<file path="config.mk">
export PLATFORM = sky130hd
export DESIGN_NAME = lbp_ctrl
export DESIGN_NICKNAME = d
export VERILOG_FILES = /design/src/rtl/lbp_pkg.sv /design/src/rtl/lbp_ctrl.sv
export SDC_FILE = /design/constraint.sdc
export NUM_CORES = 1
export LEC_CHECK = 0
export ABC_AREA = 1
export ABC_CLOCK_PERIOD_IN_PS = 2550
export BUFFER_PORTS_ARGS = -buffer_cell sky130_fd_sc_hd__buf_2
export CAP_MARGIN = 20
export CORE_AREA = 10 10 47 49
export CTS_BUF_LIST = sky130_fd_sc_hd__clkbuf_8
export DETAILED_ROUTE_END_ITERATION = 16
export DIE_AREA = 0 0 57 59
export GPL_TIMING_DRIVEN = 0
export PLACE_DENSITY = 0.46
export SLEW_MARGIN = 20
export SYNTH_ARGS = -nofsm -noshare
export SYNTH_HDL_FRONTEND = slang
export SYNTH_SLANG_ARGS = --single-unit
</file>
<file path="constraint.sdc">
create_clock -name aclk -period 2.55 [get_ports aclk]
set_input_delay 0.1275 -clock aclk [delete_from_list [all_inputs] [get_ports aclk]]
set_output_delay 0.1275 -clock aclk [all_outputs]
set_load 0.01 [all_outputs]
</file>
<file path="src/rtl/lbp_pkg.sv">
`default_nettype none
// ----------------------------------------------------------------------------
// lbp_pkg
// shared codes and controller/datapath command and status types for the
// lsb-first bit packer
// ----------------------------------------------------------------------------
package lbp_pkg;

    // operation codes carried in s_tuser
    localparam logic [1:0] MODE_PUSH_BITS = 2'd0;
    localparam logic [1:0] MODE_PUSH_WORD = 2'd1;
    localparam logic [1:0] MODE_CLEAR     = 2'd2;
    localparam logic [1:0] MODE_READ      = 2'd3;

    // result status codes carried in m_tuser
    localparam logic [1:0] ST_OK       = 2'd0;
    localparam logic [1:0] ST_WIDE     = 2'd1;
    localparam logic [1:0] ST_OVERFLOW = 2'd2;

    // commands from the controller to the datapath
    typedef struct packed {
        logic capture;   // latch the incoming transfer
        logic decode;    // evaluate the operation, update position
        logic write;     // write one byte from the staging buffer
        logic out_load;  // load the result register
    } dp_cmd_t;

    // status from the datapath to the controller
    typedef struct packed {
        logic wr_done;   // no byte writes left
    } dp_sts_t;

endpackage
`default_nettype wire

</file>
<file path="src/rtl/lbp_ctrl.sv">
`default_nettype none
// ----------------------------------------------------------------------------
// lbp_ctrl
// sequencing state machine: accept, decode, byte writes, result hand-off
// ----------------------------------------------------------------------------
module lbp_ctrl (
    input  wire              aclk,
    input  wire              aresetn,
    input  wire              s_tvalid,
    output logic             s_tready,
    output logic             m_tvalid,
    input  wire              m_tready,
    output lbp_pkg::dp_cmd_t cmd,
    input  lbp_pkg::dp_sts_t sts
);
    import lbp_pkg::*;

    typedef enum logic [1:0] {
        S_IDLE,
        S_DECODE,
        S_WRITE,
        S_FINISH
    } state_t;

    state_t state_reg;
    logic   out_valid_reg;

    assign s_tready = (state_reg == S_IDLE);
    assign m_tvalid = out_valid_reg;

    always_comb begin
        cmd.capture  = (state_reg == S_IDLE) && s_tvalid;
        cmd.decode   = (state_reg == S_DECODE);
        cmd.write    = (state_reg == S_WRITE) && !sts.wr_done;
        cmd.out_load = (state_reg == S_FINISH) && (!out_valid_reg || m_tready);
    end

    always_ff @(posedge aclk) begin
        if (!aresetn) begin
            state_reg     <= S_IDLE;
            out_valid_reg <= 1'b0;
        end else begin
            // result register drains independently of the sequencer,
            // a new load in the same cycle keeps it full
            if ((state_reg == S_FINISH) && (!out_valid_reg || m_tready)) begin
                out_valid_reg <= 1'b1;
            end else if (out_valid_reg && m_tready) begin
                out_valid_reg <= 1'b0;
            end
            unique case (state_reg)
                S_IDLE: begin
                    if (s_tvalid) begin
                        state_reg <= S_DECODE;
                    end
                end
                S_DECODE: begin
                    state_reg <= S_WRITE;
                end
                S_WRITE: begin
                    if (sts.wr_done) begin
                        state_reg <= S_FINISH;
                    end
                end
                S_FINISH: begin
                    if (!out_valid_reg || m_tready) begin
                        state_reg <= S_IDLE;
                    end
                end
            endcase
        end
    end

endmodule
`default_nettype wire

</file>
==> metrics.json <==
{
  "finish": {
    "final_layout_size_suffix_gt1_frac": 0.3400,
    "instances_no_fill": 66,
    "synthToLayoutAreaGrowth_pct": 45.32,
    "postLayoutCellArea_sq_um": 369.1,
    "flip_flop_count_of_the_largest_register_after_layout": 2,
    "commonest_cells_after_routing_fill_and_taps_aside": "sky130_fd_sc_hd__inv_1 (11), sky130_fd_sc_hd__buf_2 (10), sky130_fd_sc_hd__nor2_1 (5), sky130_fd_sc_hd__ha_1 (5), sky130_fd_sc_hd__nand2_1 (4)",
    "diodes": 0,
    "nets": 61,
    "most_frequent_standard_cell_in_the_layout_excluding_fill_and_tap_cells": "sky130_fd_sc_hd__inv_1"
  },
  "power_and_ir_drop": {
    "internal_power_uw": 255.9,
    "cellLeakagePower_nw": 0.2372,
    "share_comb_of_total_power": 0.486,
    "share_clk_of_total_power": 0.310,
    "seq_power_share": 0.204,
    "power_switching_share": 0.3887,
    "cellPowerDensity_nw_per_um2": 1134,
    "irDropWorstVdd_uv": 363.5,
    "switching_power_summed_over_all_nets_uw": 162.7
  },
  "route": {
    "postRouteWirelength_um": 507,
    "via_count": 231,
    "antenna_violating_nets_post_route": 0,
    "drtPass1Iterations": 1,
    "drt-vias-per-instance": 3.500,
    "avgRoutedWirePerCell_um": 7.682,
    "drt_drc_violations_left": 0,
    "detailedRoute.firstIterationViolations": 0
  },
  "critical_path": {
    "startpoint_type": "flip-flop",
    "cp_top_delay_family": "flip-flops",
    "worstReg2RegEnd": "state_reg[0]$_SDFFE_PN0P_",
    "delay_of_the_slowest_critical_path_stage_ns": 0.38,
    "crit_path_end": "cmd[1]",
    "cell_occurring_most_often_along_the_worst_timing_path": "sky130_fd_sc_hd__inv_1",
    "timing_worst_setup_path_type": "reg2out",
    "worst-endpoint-arrival_ns": 1.19,
    "worstSetupEndpointType": "output pin",
    "worst_r2r_path_depth": 7,
    "crit_cells": 5,
    "crit_path_start": "state_reg[0]$_SDFFE_PN0P_",
    "required_time_of_the_worst_setup_path_ns": 2.42,
    "crit_chain": "inv_1 -> ha_1 -> nand2_4 -> inv_1 -> buf_2",
    "worstPathMaxFanout": 4,
    "timing.critical_path.slowest_stage_cell": "sky130_fd_sc_hd__dfxtp_1",
    "r2r-start": "state_reg[0]$_SDFFE_PN0P_",
    "regToRegSetupSlack_ns": 1.36,
    "critical_path_buf_inv_count": 3
  },
  "floorplanning": {
    "number_of_placement_rows": 14,
    "top_level_ports": 11,
    "floorplan.die.height_um": 59,
    "design.core.area_sq_um": 1401,
    "initial_core_util": 0.1813,
    "die_width_um": 57,
    "fp.dieArea_sq_um": 3363
  },
  "sta": {
    "period_needed_ns": 1.316,
    "setup-violations-final": 0,
    "hold_viol_final": 0,
    "timing.max_slew.rel_slack": 0.8937,
    "grt_setup_unrepaired": "no",
    "report.final.slew_viol_count": 0,
    "post-route-period-util": 0.5160,
    "worst_slew_pin_slew_ns": 0.1592,
    "skew_ns": 0.002348,
    "totalNegativeSetupSlack_ns": 0,
    "achievable-frequency_ghz": 0.7600
  },
  "clocking": {
    "clk_transition_reported_paths_ns": 0.03,
    "ctsHoldBuffers": 0,
    "postCtsSetupRepairBufs": 0,
    "cts.sinks": 3,
    "cts_resized": 0,
    "clkLatencyLatePin_ns": 0.21,
    "cts-root-to-sink-buffers": 2,
    "cts_inserted_buffers": 3,
    "clock_tree.htree_level_count": 1,
    "tritoncts": "yes",
    "clockRootBuffer": "sky130_fd_sc_hd__clkbuf_8"
  },
  "synthesis": {
    "postSynthCellCount": 36,
    "mappedNetlistArea_sq_um": 254.0,
    "yosys_warnings": 0,
    "ys_seq_area_frac": 0.2365,
    "synth_fp_nets": 46,
    "syn_avg_cell_area_sq_um": 7.055,
    "synth-seq-cells": 3,
    "synth.lib_cells_used.distinct": 12
  },
  "worst_hold_path": {
    "worstHoldPathType": "in2reg"
  },
  "grt": {
    "antenna_violations_before_repair": 0,
    "number_of_global_route_vias_before_repair": 218,
    "globalRoute.totalOverflow": 0,
    "grt.total_usage": 0.03237,
    "grt_start_max_net_pins": 5,
    "first_pass_grt_wire_length_um": 855
  },
  "status": {
    "outcome": "finished, final reports clean"
  },
  "place": {
    "dp_hpwl_um": 452.3,
    "placed_cells": 62,
    "place_congestion": 0.6389,
    "numPortBuffers": 10,
    "place_area_sq_um": 324.1
  },
  "run": {
    "maxCapViolCount": 0
  }
}
## worst min path at each step
stage,startpoint,depth (start not counted),slack [ns],endpoint
floorplan,aresetn,2,0.25,state_reg[1]$_SDFFE_PN0P_
global placement,aresetn,3,0.39,state_reg[1]$_SDFFE_PN0P_
detailed placement,aresetn,3,0.39,state_reg[0]$_SDFFE_PN0P_
CTS,aresetn,3,0.17,state_reg[0]$_SDFFE_PN0P_
global route,aresetn,3,0.18,state_reg[1]$_SDFFE_PN0P_
finish,aresetn,3,0.17,state_reg[0]$_SDFFE_PN0P_
## per-layer routing
| metal | wire length (um) | track usage |
|---|---|---|
| met5 | 0 | 0 |
| met1 | 196 | 0.02840 |
| met2 | 279 | 0.05426 |
| met3 | 31 | 0.02146 |
| met4 | 0 | 0.02013 |
## area by class of cell
class	count	area (sq um)
clock inverters	1	3.754
inverters	10	37.54
repair buffers	10	50.05
well taps	16	20.02
fillers	174	1032
clock buffers	3	41.29
multi-input cells	23	156.4
flip-flops and latches	3	60.06
## kinds of logic (layout without fill, tap and decap cells)
logic type	count (synthesis)	count (layout)	share of synthesized area
buffers and inverters	10	24	0.1478
and+or+nand+nor	16	16	0.3202
adders and majority gates	5	5	0.2463
DFF	3	3	0.2365
AOI/OAI and AO/OA	2	2	0.04925
## power by group through the flow
stage | clock [mW] | combinational (mW) | sequential, mW
floorplan | 0 | 0.156 | 0.0818
global route | 0.138 | 0.235 | 0.0896
global placement | 0 | 0.211 | 0.0853
finish | 0.130 | 0.203 | 0.0853
detailed placement | 0 | 0.211 | 0.0861
CTS | 0.134 | 0.211 | 0.0857
## per-stage QoR
stage | util | setup slack [ns] | total power [mW] | hold slack (ns)
final | 0.2634 | 1.234 | 0.4187 | 0.1696
after global routing | 0.2634 | 1.165 | 0.4622 | 0.1822
after CTS | 0.2634 | 1.215 | 0.4316 | 0.1697
after detailed placement | 0.2313 | 1.346 | 0.2969 | 0.3916
after global placement | 0.2313 | 1.350 | 0.2958 | 0.3923
after floorplan | - | 1.422 | 0.2382 | 0.2488
## worst reg2reg max path, delay by kind of cell, from the launching register on
kind / cells / cell delay [ns]
DFF: 1 / 0.38
and+or+nand+nor: 5 / 0.42
adders and majority gates: 1 / 0.24
buffers and inverters: 1 / 0.10
## cells in the mapped netlist (all sizes together)
cell | n | area [sq um]
inv | 10 | 37.54
nand2 | 7 | 38.78
nor2 | 6 | 25.03
ha | 5 | 62.56
dfxtp | 3 | 60.06
nand4 | 2 | 12.51
a21boi | 1 | 7.510
a21oi | 1 | 5.000
nand3 | 1 | 5.000
Note: power is estimated with default switching activity, not from simulation.
